==> config.mk <==
export PLATFORM = sky130hd
export DESIGN_NAME = rc4_stream_cipher
export DESIGN_NICKNAME = d
export VERILOG_FILES = /design/src/rtl/core/rc4_pkg.sv /design/src/rtl/core/rc4_dp.sv /design/src/rtl/core/rc4_ctrl.sv /design/src/rtl/core/rc4_stream_cipher.sv
export VERILOG_INCLUDE_DIRS = /design/src /design/src/rtl/core
export SDC_FILE = /design/constraint.sdc
export NUM_CORES = 2
export LEC_CHECK = 0
export ABC_AREA = 1
export BUFFER_PORTS_ARGS = -buffer_cell sky130_fd_sc_hd__buf_2
export CORE_UTILIZATION = 57
export DETAILED_ROUTE_END_ITERATION = 7
export PLACE_DENSITY = 0.83
export SLEW_MARGIN = 40
export SYNTH_ARGS = -nofsm -noshare
export SYNTH_HDL_FRONTEND = slang
export SYNTH_HIERARCHICAL = 1
export SYNTH_SLANG_ARGS = --single-unit
==> constraint.sdc <==
create_clock -name clk -period 40.9 [get_ports clk]
set_input_delay 8.18 -clock clk [delete_from_list [all_inputs] [get_ports clk]]
set_output_delay 8.18 -clock clk [all_outputs]
set_load 0.02 [all_outputs]
==> src/rtl/core/rc4_stream_cipher_defines.svh <==
// ----------------------------------------------------------------------------
// RC4 stream cipher assertion macros
// Shared concurrent assertion helpers, compiled out for synthesis.
// ----------------------------------------------------------------------------
`ifndef RC4_STREAM_CIPHER_DEFINES_SVH
`define RC4_STREAM_CIPHER_DEFINES_SVH

`ifndef SYNTHESIS
// Property checked on every rising clk edge outside reset.
`define RC4_ASSERT(lbl, prop) \
  lbl: assert property (@(posedge clk) disable iff (!rst_n) prop) \
    else $error("rc4 assertion failed");
// Condition that must never be seen on a rising clk edge outside reset.
`define RC4_NEVER(lbl, cond) \
  `RC4_ASSERT(lbl, !(cond))
`else
`define RC4_ASSERT(lbl, prop)
`define RC4_NEVER(lbl, cond)
`endif

`endif

==> src/rtl/core/rc4_pkg.sv <==
// ----------------------------------------------------------------------------
// RC4 package
// Shared widths, codes, types and helper functions of the RC4 engine.
// ----------------------------------------------------------------------------
`timescale 1ns / 1ps

package rc4_pkg;

  localparam int BYTE_W        = 8;
  localparam int PERM_DEPTH    = 1 << BYTE_W;
  localparam int KEY_WORD_W    = 64;
  localparam int LEN_W         = 5;
  localparam int MAX_KEY_BYTES = 16;
  localparam int KPOS_W        = (MAX_KEY_BYTES > 1) ? $clog2(MAX_KEY_BYTES) : 1;
  localparam int CFG_IDX_W     = 2;

  localparam logic [BYTE_W-1:0] BYTE_MAX       = '1;
  localparam logic [LEN_W-1:0]  KEY_LEN_RESET  = LEN_W'(8);

  // Input command codes.
  localparam logic CMD_SCHEDULE = 1'b0;
  localparam logic CMD_CRYPT    = 1'b1;

  // Configuration register indexes.
  localparam logic [CFG_IDX_W-1:0] CFG_KEY_LOW  = CFG_IDX_W'(0);
  localparam logic [CFG_IDX_W-1:0] CFG_KEY_HIGH = CFG_IDX_W'(1);
  localparam logic [CFG_IDX_W-1:0] CFG_KEY_LEN  = CFG_IDX_W'(2);

  typedef enum logic [3:0] {
    ST_IDLE,
    ST_KS_RD_I,
    ST_KS_RD_J,
    ST_KS_SWAP_A,
    ST_KS_SWAP_B,
    ST_CR_RD_J,
    ST_CR_SWAP_A,
    ST_CR_SWAP_B,
    ST_PUSH
  } state_t;

  typedef enum logic [3:0] {
    OP_NONE,
    OP_SCHED_INIT,
    OP_KS_RD_I,
    OP_KS_RD_J,
    OP_KS_SWAP_A,
    OP_KS_SWAP_B,
    OP_CR_START,
    OP_CR_RD_J,
    OP_CR_SWAP_A,
    OP_CR_SWAP_B
  } dp_op_t;

  typedef struct packed {
    dp_op_t op;
    logic   out_load;
  } dp_cmd_t;

  typedef struct packed {
    logic last_step;
  } dp_status_t;

  typedef struct packed {
    logic [KEY_WORD_W-1:0] key_low;
    logic [KEY_WORD_W-1:0] key_high;
    logic [LEN_W-1:0]      key_length;
  } key_cfg_t;

  // Key length as used by the schedule: zero counts as one, large values saturate.
  function automatic logic [LEN_W-1:0] eff_len(input logic [LEN_W-1:0] len);
    logic [LEN_W-1:0] res;
    res = len;
    if (len == '0) begin
      res = LEN_W'(1);
    end else if (len > LEN_W'(MAX_KEY_BYTES)) begin
      res = LEN_W'(MAX_KEY_BYTES);
    end
    return res;
  endfunction

endpackage

==> src/rtl/core/rc4_dp.sv <==
// ----------------------------------------------------------------------------
// RC4 datapath
// Permutation store, indices, key byte selection and the result registers.
// ----------------------------------------------------------------------------
`timescale 1ns / 1ps

module rc4_dp (
  input  logic                       clk,
  input  logic                       rst_n,
  input  rc4_pkg::dp_cmd_t           cmd,
  output rc4_pkg::dp_status_t        status,
  input  rc4_pkg::key_cfg_t          key_cfg,
  input  logic [rc4_pkg::BYTE_W-1:0] in_data_byte,
  input  logic [rc4_pkg::BYTE_W-1:0] in_expected_byte,
  output logic [rc4_pkg::BYTE_W-1:0] out_byte,
  output logic                       out_match
);

  localparam int BW = rc4_pkg::BYTE_W;

  // Permutation store with registered read; valid bits give identity for unwritten entries.
  logic [BW-1:0]                   mem [rc4_pkg::PERM_DEPTH];
  logic [rc4_pkg::PERM_DEPTH-1:0]  vld_r, vld_nxt;
  logic [BW-1:0]                   rdata_r;
  logic                            rvld_r;
  logic [BW-1:0]                   raddr_r;

  logic [BW-1:0] raddr, waddr, wdata;
  logic          we;
  logic [BW-1:0] rval;

  logic [BW-1:0]                 i_r, i_nxt;
  logic [BW-1:0]                 j_r, j_nxt;
  logic [BW-1:0]                 t_r, t_nxt;
  logic [BW-1:0]                 sj_r, sj_nxt;
  logic [rc4_pkg::KPOS_W-1:0]    kpos_r, kpos_nxt;
  logic                          hit_i_r, hit_i_nxt;
  logic                          hit_j_r, hit_j_nxt;
  logic [BW-1:0]                 data_r, data_nxt;
  logic [BW-1:0]                 exp_r, exp_nxt;
  logic [BW-1:0]                 res_r, res_nxt;
  logic                          match_r, match_nxt;
  logic [BW-1:0]                 out_byte_r, out_byte_nxt;
  logic                          out_match_r, out_match_nxt;

  logic [2*rc4_pkg::KEY_WORD_W-1:0] key_all;
  logic [BW-1:0]                    key_byte;
  logic [rc4_pkg::LEN_W-1:0]        len_eff;
  logic [rc4_pkg::LEN_W-1:0]        kpos_inc;
  logic [BW-1:0]                    jn_ks;
  logic [BW-1:0]                    j_cr;
  logic [BW-1:0]                    k_addr;
  logic [BW-1:0]                    ks;
  logic [BW-1:0]                    res_cr;

  assign rval     = rvld_r ? rdata_r : raddr_r;
  assign key_all  = {key_cfg.key_high, key_cfg.key_low};
  assign key_byte = key_all[BW*int'(kpos_r) +: BW];
  assign len_eff  = rc4_pkg::eff_len(key_cfg.key_length);
  assign kpos_inc = rc4_pkg::LEN_W'(kpos_r) + rc4_pkg::LEN_W'(1);
  assign jn_ks    = BW'(j_r + rval + key_byte);
  assign j_cr     = BW'(j_r + rval);
  assign k_addr   = BW'(rval + t_r);
  // The keystream read raced the two swap writes, so hits on i or j take the new values.
  assign ks       = hit_j_r ? t_r : (hit_i_r ? sj_r : rval);
  assign res_cr   = data_r ^ ks;

  assign status.last_step = (i_r == rc4_pkg::BYTE_MAX);
  assign out_byte         = out_byte_r;
  assign out_match        = out_match_r;

  always_comb begin
    i_nxt         = i_r;
    j_nxt         = j_r;
    t_nxt         = t_r;
    sj_nxt        = sj_r;
    kpos_nxt      = kpos_r;
    hit_i_nxt     = hit_i_r;
    hit_j_nxt     = hit_j_r;
    data_nxt      = data_r;
    exp_nxt       = exp_r;
    res_nxt       = res_r;
    match_nxt     = match_r;
    raddr         = i_r;
    we            = 1'b0;
    waddr         = i_r;
    wdata         = t_r;
    vld_nxt       = vld_r;
    case (cmd.op)
      rc4_pkg::OP_SCHED_INIT: begin
        i_nxt     = '0;
        j_nxt     = '0;
        kpos_nxt  = '0;
        vld_nxt   = '0;
        res_nxt   = '0;
        match_nxt = 1'b0;
      end
      rc4_pkg::OP_KS_RD_I: begin
        raddr = i_r;
      end
      rc4_pkg::OP_KS_RD_J: begin
        t_nxt = rval;
        j_nxt = jn_ks;
        raddr = jn_ks;
      end
      rc4_pkg::OP_KS_SWAP_A: begin
        we    = 1'b1;
        waddr = i_r;
        wdata = rval;
      end
      rc4_pkg::OP_KS_SWAP_B: begin
        we    = 1'b1;
        waddr = j_r;
        wdata = t_r;
        i_nxt = BW'(i_r + 1'b1);
        if (kpos_inc >= len_eff) begin
          kpos_nxt = '0;
        end else begin
          kpos_nxt = kpos_inc[rc4_pkg::KPOS_W-1:0];
        end
        // The schedule's own j does not survive into the keystream state.
        if (status.last_step) begin
          j_nxt = '0;
        end
      end
      rc4_pkg::OP_CR_START: begin
        i_nxt    = BW'(i_r + 1'b1);
        raddr    = BW'(i_r + 1'b1);
        data_nxt = in_data_byte;
        exp_nxt  = in_expected_byte;
      end
      rc4_pkg::OP_CR_RD_J: begin
        t_nxt = rval;
        j_nxt = j_cr;
        raddr = j_cr;
      end
      rc4_pkg::OP_CR_SWAP_A: begin
        sj_nxt    = rval;
        we        = 1'b1;
        waddr     = i_r;
        wdata     = rval;
        raddr     = k_addr;
        hit_i_nxt = (k_addr == i_r);
        hit_j_nxt = (k_addr == j_r);
      end
      rc4_pkg::OP_CR_SWAP_B: begin
        we        = 1'b1;
        waddr     = j_r;
        wdata     = t_r;
        res_nxt   = res_cr;
        match_nxt = (res_cr == exp_r);
      end
      default: begin
      end
    endcase
    if (we && (cmd.op != rc4_pkg::OP_SCHED_INIT)) begin
      vld_nxt[waddr] = 1'b1;
    end
  end

  always_comb begin
    out_byte_nxt  = out_byte_r;
    out_match_nxt = out_match_r;
    if (cmd.out_load) begin
      out_byte_nxt  = res_r;
      out_match_nxt = match_r;
    end
  end

  always_ff @(posedge clk) begin
    if (we) begin
      mem[waddr] <= wdata;
    end
    rdata_r <= mem[raddr];
    rvld_r  <= vld_r[raddr];
    raddr_r <= raddr;
  end

  always_ff @(posedge clk) begin
    if (!rst_n) begin
      vld_r  <= '0;
      i_r    <= '0;
      j_r    <= '0;
      kpos_r <= '0;
    end else begin
      vld_r  <= vld_nxt;
      i_r    <= i_nxt;
      j_r    <= j_nxt;
      kpos_r <= kpos_nxt;
    end
  end

  always_ff @(posedge clk) begin
    t_r         <= t_nxt;
    sj_r        <= sj_nxt;
    hit_i_r     <= hit_i_nxt;
    hit_j_r     <= hit_j_nxt;
    data_r      <= data_nxt;
    exp_r       <= exp_nxt;
    res_r       <= res_nxt;
    match_r     <= match_nxt;
    out_byte_r  <= out_byte_nxt;
    out_match_r <= out_match_nxt;
  end

endmodule

==> src/rtl/core/rc4_ctrl.sv <==
// ----------------------------------------------------------------------------
// RC4 controller
// Sequences the key schedule and keystream steps and owns the input and output handshakes.
// ----------------------------------------------------------------------------
`timescale 1ns / 1ps
`include "rc4_stream_cipher_defines.svh"

module rc4_ctrl (
  input  logic                       clk,
  input  logic                       rst_n,
  input  logic                       in_valid,
  output logic                       in_ready,
  input  logic                       in_command,
  output logic                       out_valid,
  input  logic                       out_ready,
  output rc4_pkg::dp_cmd_t           cmd,
  input  rc4_pkg::dp_status_t        status
);

  rc4_pkg::state_t state_r, state_nxt;
  logic            out_valid_r, out_valid_nxt;
  logic            out_free;

  assign out_free  = !out_valid_r || out_ready;
  assign out_valid = out_valid_r;

  always_comb begin
    state_nxt = state_r;
    case (state_r)
      rc4_pkg::ST_IDLE: begin
        if (in_valid) begin
          state_nxt = (in_command == rc4_pkg::CMD_CRYPT) ? rc4_pkg::ST_CR_RD_J
                                                         : rc4_pkg::ST_KS_RD_I;
        end
      end
      rc4_pkg::ST_KS_RD_I:   state_nxt = rc4_pkg::ST_KS_RD_J;
      rc4_pkg::ST_KS_RD_J:   state_nxt = rc4_pkg::ST_KS_SWAP_A;
      rc4_pkg::ST_KS_SWAP_A: state_nxt = rc4_pkg::ST_KS_SWAP_B;
      rc4_pkg::ST_KS_SWAP_B: begin
        state_nxt = status.last_step ? rc4_pkg::ST_PUSH : rc4_pkg::ST_KS_RD_I;
      end
      rc4_pkg::ST_CR_RD_J:   state_nxt = rc4_pkg::ST_CR_SWAP_A;
      rc4_pkg::ST_CR_SWAP_A: state_nxt = rc4_pkg::ST_CR_SWAP_B;
      rc4_pkg::ST_CR_SWAP_B: state_nxt = rc4_pkg::ST_PUSH;
      rc4_pkg::ST_PUSH: begin
        if (out_free) begin
          if (in_valid) begin
            state_nxt = (in_command == rc4_pkg::CMD_CRYPT) ? rc4_pkg::ST_CR_RD_J
                                                           : rc4_pkg::ST_KS_RD_I;
          end else begin
            state_nxt = rc4_pkg::ST_IDLE;
          end
        end
      end
      default: state_nxt = rc4_pkg::ST_IDLE;
    endcase
  end

  always_comb begin
    in_ready     = 1'b0;
    cmd.op       = rc4_pkg::OP_NONE;
    cmd.out_load = 1'b0;
    case (state_r)
      rc4_pkg::ST_IDLE: begin
        in_ready = 1'b1;
        if (in_valid) begin
          cmd.op = (in_command == rc4_pkg::CMD_CRYPT) ? rc4_pkg::OP_CR_START
                                                      : rc4_pkg::OP_SCHED_INIT;
        end
      end
      rc4_pkg::ST_KS_RD_I:   cmd.op = rc4_pkg::OP_KS_RD_I;
      rc4_pkg::ST_KS_RD_J:   cmd.op = rc4_pkg::OP_KS_RD_J;
      rc4_pkg::ST_KS_SWAP_A: cmd.op = rc4_pkg::OP_KS_SWAP_A;
      rc4_pkg::ST_KS_SWAP_B: cmd.op = rc4_pkg::OP_KS_SWAP_B;
      rc4_pkg::ST_CR_RD_J:   cmd.op = rc4_pkg::OP_CR_RD_J;
      rc4_pkg::ST_CR_SWAP_A: cmd.op = rc4_pkg::OP_CR_SWAP_A;
      rc4_pkg::ST_CR_SWAP_B: cmd.op = rc4_pkg::OP_CR_SWAP_B;
      rc4_pkg::ST_PUSH: begin
        // When the output register is free, the result moves into it and the next item may start at once.
        cmd.out_load = out_free;
        in_ready     = out_free;
        if (out_free && in_valid) begin
          cmd.op = (in_command == rc4_pkg::CMD_CRYPT) ? rc4_pkg::OP_CR_START
                                                      : rc4_pkg::OP_SCHED_INIT;
        end
      end
      default: begin
      end
    endcase
  end

  always_comb begin
    if (cmd.out_load) begin
      out_valid_nxt = 1'b1;
    end else if (out_ready) begin
      out_valid_nxt = 1'b0;
    end else begin
      out_valid_nxt = out_valid_r;
    end
  end

  always_ff @(posedge clk) begin
    if (!rst_n) begin
      state_r     <= rc4_pkg::ST_IDLE;
      out_valid_r <= 1'b0;
    end else begin
      state_r     <= state_nxt;
      out_valid_r <= out_valid_nxt;
    end
  end

  `RC4_ASSERT(a_out_after_push, $rose(out_valid_r) |-> $past(state_r == rc4_pkg::ST_PUSH))
  `RC4_ASSERT(a_crypt_start, (in_valid && in_ready && in_command == rc4_pkg::CMD_CRYPT) |=> (state_r == rc4_pkg::ST_CR_RD_J))
  `RC4_ASSERT(a_sched_end, (state_r == rc4_pkg::ST_KS_SWAP_B && status.last_step) |=> (state_r == rc4_pkg::ST_PUSH))
  `RC4_NEVER(a_no_busy_accept, in_ready && !(state_r == rc4_pkg::ST_IDLE || state_r == rc4_pkg::ST_PUSH))

endmodule

==> src/rtl/core/rc4_stream_cipher.sv <==
// ----------------------------------------------------------------------------
// RC4 stream cipher
// RC4 engine with key schedule, keystream XOR and known-plaintext compare.
// ----------------------------------------------------------------------------
// Usage:
//   Write the key words and key length through the cfg_ channel (always
//   ready) while the engine is idle. An input item with in_command set to
//   schedule runs the full key schedule and returns one item of zeros; an
//   item with in_command set to crypt XORs in_data_byte with the next
//   keystream byte and returns out_byte plus out_match against
//   in_expected_byte.
//   Crypt: an accepted byte runs through CR_RD_J, CR_SWAP_A, CR_SWAP_B and
//   PUSH, and no new byte is taken before PUSH with a free output; the
//   single-port permutation store with a registered read sets this (read
//   S[i], read S[j], swap with the keystream read). Schedule: 256 swap
//   steps of KS_RD_I, KS_RD_J, KS_SWAP_A, KS_SWAP_B, then PUSH.
//   Reset leaves the identity permutation with both indices zero, key
//   length 8 and a zero key. A stalled output holds its item in the output
//   register; one more item is accepted and runs up to that register.
// ----------------------------------------------------------------------------
`timescale 1ns / 1ps

module rc4_stream_cipher (
  input  logic                                  clk,
  input  logic                                  rst_n,
  input  logic                                  in_valid,
  output logic                                  in_ready,
  input  logic                                  in_command,
  input  logic [rc4_pkg::BYTE_W-1:0]            in_data_byte,
  input  logic [rc4_pkg::BYTE_W-1:0]            in_expected_byte,
  output logic                                  out_valid,
  input  logic                                  out_ready,
  output logic [rc4_pkg::BYTE_W-1:0]            out_byte,
  output logic                                  out_match,
  input  logic                                  cfg_valid,
  output logic                                  cfg_ready,
  input  logic [rc4_pkg::CFG_IDX_W-1:0]         cfg_index,
  input  logic [rc4_pkg::KEY_WORD_W-1:0]        cfg_data
);

  rc4_pkg::key_cfg_t   key_cfg_r, key_cfg_nxt;
  rc4_pkg::dp_cmd_t    cmd;
  rc4_pkg::dp_status_t status;

  assign cfg_ready = 1'b1;

  always_comb begin
    key_cfg_nxt = key_cfg_r;
    if (cfg_valid) begin
      case (cfg_index)
        rc4_pkg::CFG_KEY_LOW:  key_cfg_nxt.key_low    = cfg_data;
        rc4_pkg::CFG_KEY_HIGH: key_cfg_nxt.key_high   = cfg_data;
        rc4_pkg::CFG_KEY_LEN:  key_cfg_nxt.key_length = cfg_data[rc4_pkg::LEN_W-1:0];
        default: begin
        end
      endcase
    end
  end

  always_ff @(posedge clk) begin
    if (!rst_n) begin
      key_cfg_r.key_low    <= '0;
      key_cfg_r.key_high   <= '0;
      key_cfg_r.key_length <= rc4_pkg::KEY_LEN_RESET;
    end else begin
      key_cfg_r <= key_cfg_nxt;
    end
  end

  rc4_ctrl u_ctrl (
    .clk        (clk),
    .rst_n      (rst_n),
    .in_valid   (in_valid),
    .in_ready   (in_ready),
    .in_command (in_command),
    .out_valid  (out_valid),
    .out_ready  (out_ready),
    .cmd        (cmd),
    .status     (status)
  );

  rc4_dp u_dp (
    .clk              (clk),
    .rst_n            (rst_n),
    .cmd              (cmd),
    .status           (status),
    .key_cfg          (key_cfg_r),
    .in_data_byte     (in_data_byte),
    .in_expected_byte (in_expected_byte),
    .out_byte         (out_byte),
    .out_match        (out_match)
  );

endmodule
Yosys cells after proc, flatten, opt, wreduce, memory -nomap -nowiden
Memory sizes are Yosys's and may differ from the RTL's. A register that Yosys moved wholly into a read port is not among the register bits.
Index checks and enable logic that the tools add are counted.
{ "word_totals": {"reg_bits": 475, "ramBits": 2048, "in_bits": 88, "output_inout_bits": 12, "mem_count": 1} }
{ "classes": {"add_sub_neg": 5, "order_cmp": 5, "eq_ne": 26, "shifts": 1, "mux": 38, "bitwise_logic": 2, "reduce_logical": 23} }
{ "mem_list": {"columns": ["memory", "depth", "width", "read_ports", "rd_ports_with_merged_regs", "wr", "line", "text"], "rows": [
  ["u_dp.mem", 256, 8, 1, 1, 1, "rc4_dp.sv:22", "logic [BW-1:0] mem [rc4_pkg::PERM_DEPTH];"]
]} }
{ "ops": {"columns": ["op", "count"], "rows": [
  ["256-bit 2-to-1 mux", 2],
  ["256-bit bitwise OR", 1],
  ["128-bit by 8-bit indexed part select with 8-bit output", 1],
  ["4-bit one-hot mux with 9 select lines", 2],
  ["8-bit one-hot mux with 4 select lines", 2],
  ["8-bit 2-to-1 mux", 6],
  ["4-bit by 3-bit == test with 1-bit output, second input constant", 8],
  ["8-bit one-hot mux with 2 select lines", 2],
  ["4-bit 2-to-1 mux", 7],
  ["8-bit adder", 3],
  ["8-bit == test", 3],
  ["8-bit by 9-bit less-than comparator with 1-bit output, second input constant", 2],
  ["4-bit by 2-bit == test with 1-bit output, second input constant", 3],
  ["4-bit == test, second input constant", 3],
  ["5-bit 2-to-1 mux", 2],
  ["2-bit AND reduction", 5],
  ["8-bit by 1-bit adder with 8-bit output, second input constant", 1],
  ["1-bit binary-select mux with 8-bit select", 1],
  ["1-bit demux with 8-bit select", 1],
  ["4-bit by 1-bit == test with 1-bit output, second input constant", 2],
  ["8-bit == test, second input constant", 1],
  ["8-bit by 1-bit greater-or-equal comparator with 1-bit output, second input constant", 1],
  ["1-bit 2-to-1 mux", 8],
  ["4-bit one-hot mux with 2 select lines", 1],
  ["21 further kinds", 32]
]} }

Longest topological paths before layout
{ "depth": {"depth_word": 14, "depth_mapped": 28, "mapped_depth_nobuf": 27} }

Cells and area by module
The synthesis kept the hierarchy.
{ "by_module_without_submodules": {"columns": ["module", "instances", "cells_each", "area_per_inst_um2", "seq_area_each_um2"], "rows": [
  ["rc4_dp", 1, 9301, 100246.1, 68926.1],
  ["rc4_stream_cipher", 1, 861, 5716.7, 2662.6],
  ["rc4_ctrl", 1, 69, 406.6, 100.1]
]} }

Least setup slack after synthesis
No wires, ideal clock.
{ "synth_timing": {"path_type": "input port to flip-flop", "start": "input port out_ready", "end": "memory u_dp/mem[0][7] in the netlist's numbering (data pin)", "setup_ns": 2.190, "t_arrival_ns": 19.830, "path_slack_ns": 18.879, "cell_stages": 13, "path_buffers": 2, "cell_sequence": "nor2_2 nor2_4 nand2_1 nand4_1 inv_1 nor2_2 nor2_1 nor2_1 inv_1 clkbuf_1 clkbuf_1 nor2_1 o21ai_0"} }
{ "synth_rtl": {"columns": ["item", "line", "text"], "rows": [
  ["start: declaration", "rc4_stream_cipher.sv:32", "input logic out_ready,"],
  ["end: declaration", "rc4_dp.sv:22", null]
]} }

Worst setup path in the final report
{ "layout_timing": {"start": "input port out_ready", "end": "output port in_ready"} }
{ "layout_via": {"elab_chain_cells": 2} }
{ "layout_lines": {"columns": ["item", "line", "text"], "rows": [
  ["1-bit logical OR", "rc4_ctrl.sv:24", "assign out_free = !out_valid_r || out_ready;"],
  ["1-bit one-hot mux with 2 select lines", "rc4_ctrl.sv:63", "case (state_r)"],
  ["end: declaration", "rc4_stream_cipher.sv:27", "output logic in_ready,"]
]} }
No other way between the ends.

==> impl_metrics.py <==
metrics = {
    "status": {
        "status": "complete, but fails checks",
        "failed_checks": "design-rule violations",
    },
    "clock_network": {
        "cts_tree": "yes",
        "clockBufferDepth": 3,
        "post_cts_buffers": 0,
        "cts_buffers": 231,
        "postCtsResizedCells": 0,
        "cts_num_sinks": 2531,
        "path_clk_slew_ps": 60,
        "clock_latency_ps": 920,
        "cts_htree_levels": 4,
        "root_buffer": "clkbuf_16",
        "cts-hold-fix-buffers": 0,
    },
    "yosys": {
        "ys_async_sr_fraction_pct": 0,
        "yosys-top-cells-area": "edfxtp_1, nand3_1, dfxtp_1",
        "synth.avg_cell_area_um2": 10.4,
        "ys_ff_latch": 2531,
        "synth_nets": 10400,
        "netlist_instances": 10200,
        "ys_warn_count": 6,
        "synth_edf_count": 2100,
        "synth_top_area_share_pct": 59.3,
        "yosysTopAreaCell": "edfxtp_1",
        "ys_dominant_reg_cell": "edfxtp_1",
        "syn_area_um2": 106000,
        "synth_cell_types": 50,
        "yosysSeqAreaShare_pct": 67.4,
    },
    "global_route": {
        "grt_pass1_wl_mm": 441,
        "track_usage_pct": 30.3,
        "gr-total-overflow": 0,
        "grt_max_degree": 208,
        "antenna_found_initial": 11,
        "grt_pass1_vias": 76800,
    },
    "critical_path": {
        "cp-end-kind": "primary output",
        "worstPathArrival_ps": 8780,
        "critPathMaxFanout": 4,
        "crit_type": "input port to primary output",
        "start_kind": "input port",
        "cp.required_ps": 32720,
    },
    "floorplanning": {
        "initial_core_util_pct": 57.4,
        "ioPinCount": 100,
        "rows": 158,
        "die_w_um": 434,
        "coreArea_um2": 185000,
        "die-area_um2": 188000,
        "die_h_um": 434,
    },
    "routing": {
        "wl_per_cell_um": 23.1,
        "routed_wl_mm": 292,
        "drcViolationCount": 2,
        "drtIter0Drc": 13500,
        "via_count": 80700,
        "viasPerCell": 6.39,
        "antenna_left": 0,
        "dr.pass1.iters": 8,
    },
    "sta": {
        "clock_skew_ps": 31.8,
        "finalWorstSetupSlack_ps": 23940,
        "tightest_slew_ps": 993,
        "relSlewSlack_pct": 33.7,
        "hold_ws_ps": 419,
        "hold_viol": 0,
        "fmax_ghz": 0.0590,
        "period_share_pct": 41.5,
        "finalSetupViolations": 0,
        "fin_crit_ps": 16960,
        "rsz0062_at_grt": "false",
        "drv_slew": 0,
        "tns_ps": 0,
    },
    "cells_and_area": {
        "fillers": 13400,
        "drive_gt1_share_pct": 7.29,
        "area_growth_pct": 9.42,
        "fin_cells": 12600,
        "nNetsFinal": 10100,
    },
    "power_and_ir_drop": {
        "sequentialPowerShare_pct": 34.6,
        "p_int_mw": 5.25,
        "netSwitchingPower_mw": 3.78,
        "power.leakage_nw": 41.4,
        "total_power_mw": 9.02,
        "pwr-share-comb_pct": 41.3,
        "clkPwrFrac_pct": 24.1,
        "p_sw_share_pct": 41.8,
        "power.density_nw_per_um2": 77.5,
        "vdd_drop_max_v": 0.0000696,
    },
    "placed_design": {
        "portBuffers": 98,
        "place_hpwl_mm": 158,
        "pre_cts_ws_ps": 23930,
        "routabilityCongestion": 0.906,
        "dp.cells": 12200,
    },
    "min_path": {
        "hold_path.class": "flop to flop",
    },
    "job": {
        "maxCapViolCount": 0,
    },
}
logic make-up after synthesis:
group | after synthesis | share of synthesized area, %
AO/OA/AOI/OAI | 254 | 1.37
XOR/XNOR | 37 | 0.305
adder cells (fa/ha/maj) | 31 | 0.386
buffers and inverters | 1052 | 4.21
flip-flops | 2531 | 67.4
multiplexers | 11 | 0.116
other | 1 | 0.00353
AND/OR/NAND/NOR | 6314 | 26.2
flip-flops by register name, summed over array words and instances, names as in the netlist:
register and count:
u_dp/res_r 8, u_dp/hit_i_r 1, u_dp/j_r 8, u_dp/exp_r 8
u_dp/rvld_r 1, u_dp/i_r 8, u_dp/hit_j_r 1, u_dp/raddr_r 8
u_dp/sj_r 8, u_dp/data_r 8, u_dp/t_r 8, u_dp/match_r 1
u_ctrl/state_r 4, u_dp/mem 2048, u_dp/kpos_r 4, u_dp/out_byte 8
key_cfg_r 133, u_ctrl/out_valid 1, u_dp/vld_r 256, u_dp/out_match 1
u_dp/rdata_r 8
cells in the mapped netlist (all sizes together), types with 6 or more instances:
cell type,number
o211ai,6
edfxtp,2100
a221oi,16
nor3,7
ha,28
nor2,1118
xnor2,11
nand3,3241
mux2,11
a21oi,139
inv,303
or2,8
nand2,1931
o221ai,8
dfxtp,431
buf,404
o21ai,57
clkbuf,340
xor2,26
worst paths after layout:
| check | startpoint | slack, ps | to | cells after the start |
|---|---|---|---|---|
| hold reg to reg | u_dp/res_r[6] | 420 | u_dp/out_byte[6] | 0 |
| setup reg to reg | u_dp/kpos_r[0] | 32470 | u_dp/rdata_r[4] | 28 |
| setup / recovery | out_ready | 23940 | in_ready | 4 |
| hold / removal | u_dp/res_r[6] | 420 | u_dp/out_byte[6] | 0 |
worst max-delay path, stage by stage:
cell     delay [ps]
buf_2           100
nor2_2          230
o21ai_2         100
buf_2           160
stage by stage:
step	area, µm²	util [%]
floorplan	106000	-
global placement	108000	58.1
detailed placement	108000	58.3
CTS	116000	62.5
global route	116000	62.8
finish	116000	62.8
layout make-up:
class                      instances  area, µm²  area share, %
clock buffer                     362       6840           5.88
antenna                            6       15.0         0.0129
clock inverter                    78        843          0.725
tap                             2480       3100           2.67
inverter                         308       1200           1.03
sequential                      2531      71700           61.6
timing repair buffer             211       1960           1.68
multi-input combinational       6648      30700           26.4
layer usage:
metal	track usage [%]	up-vias	part of all wire, %
li1	-	35200	-
met1	39.0	38100	34
met2	47.5	6323	46
met3	7.49	1104	14
met4	16.4	16	5.8
met5	0	-	0.059
power groups by stage:
stage | clock network [mW] | registers, mW | logic, mW
after detailed placement | 0 | 3.18 | 3.52
after floorplan | 0 | 3.23 | 2.39
after global placement | 0 | 3.18 | 3.39
after global routing | 2.28 | 3.13 | 3.95
after CTS | 2.18 | 3.13 | 3.56
final | 2.17 | 3.13 | 3.73
layout by cell type, fill, tap and decap left out, types with 5 or more instances in the layout:
master        n
nand3_1    3238
edfxtp_1   2100
nand2_1    1921
nor2_1      997
dfxtp_1     430
inv_1       271
clkbuf_16   236
a21oi_1     137
nor2_2      116
buf_2        96
clkbuf_1     80
buf_4        55
o21ai_0      49
clkbuf_8     46
clkinv_1     33
clkinv_2     28
ha_1         28
xor2_1       26
buf_6        26
inv_2        20
buf_12       17
a221oi_1     16
buf_16       14
bufinv_16    12
xnor2_1      11
o221ai_1      8
nor3_1        7
or2_2         7
diode_2       6
inv_6         6
nand2_2       6
o211ai_1      6
mux2_8        6
nor2_4        5
nand4_1       5
mux2_2        5
Power figures use the tool's default switching activity.
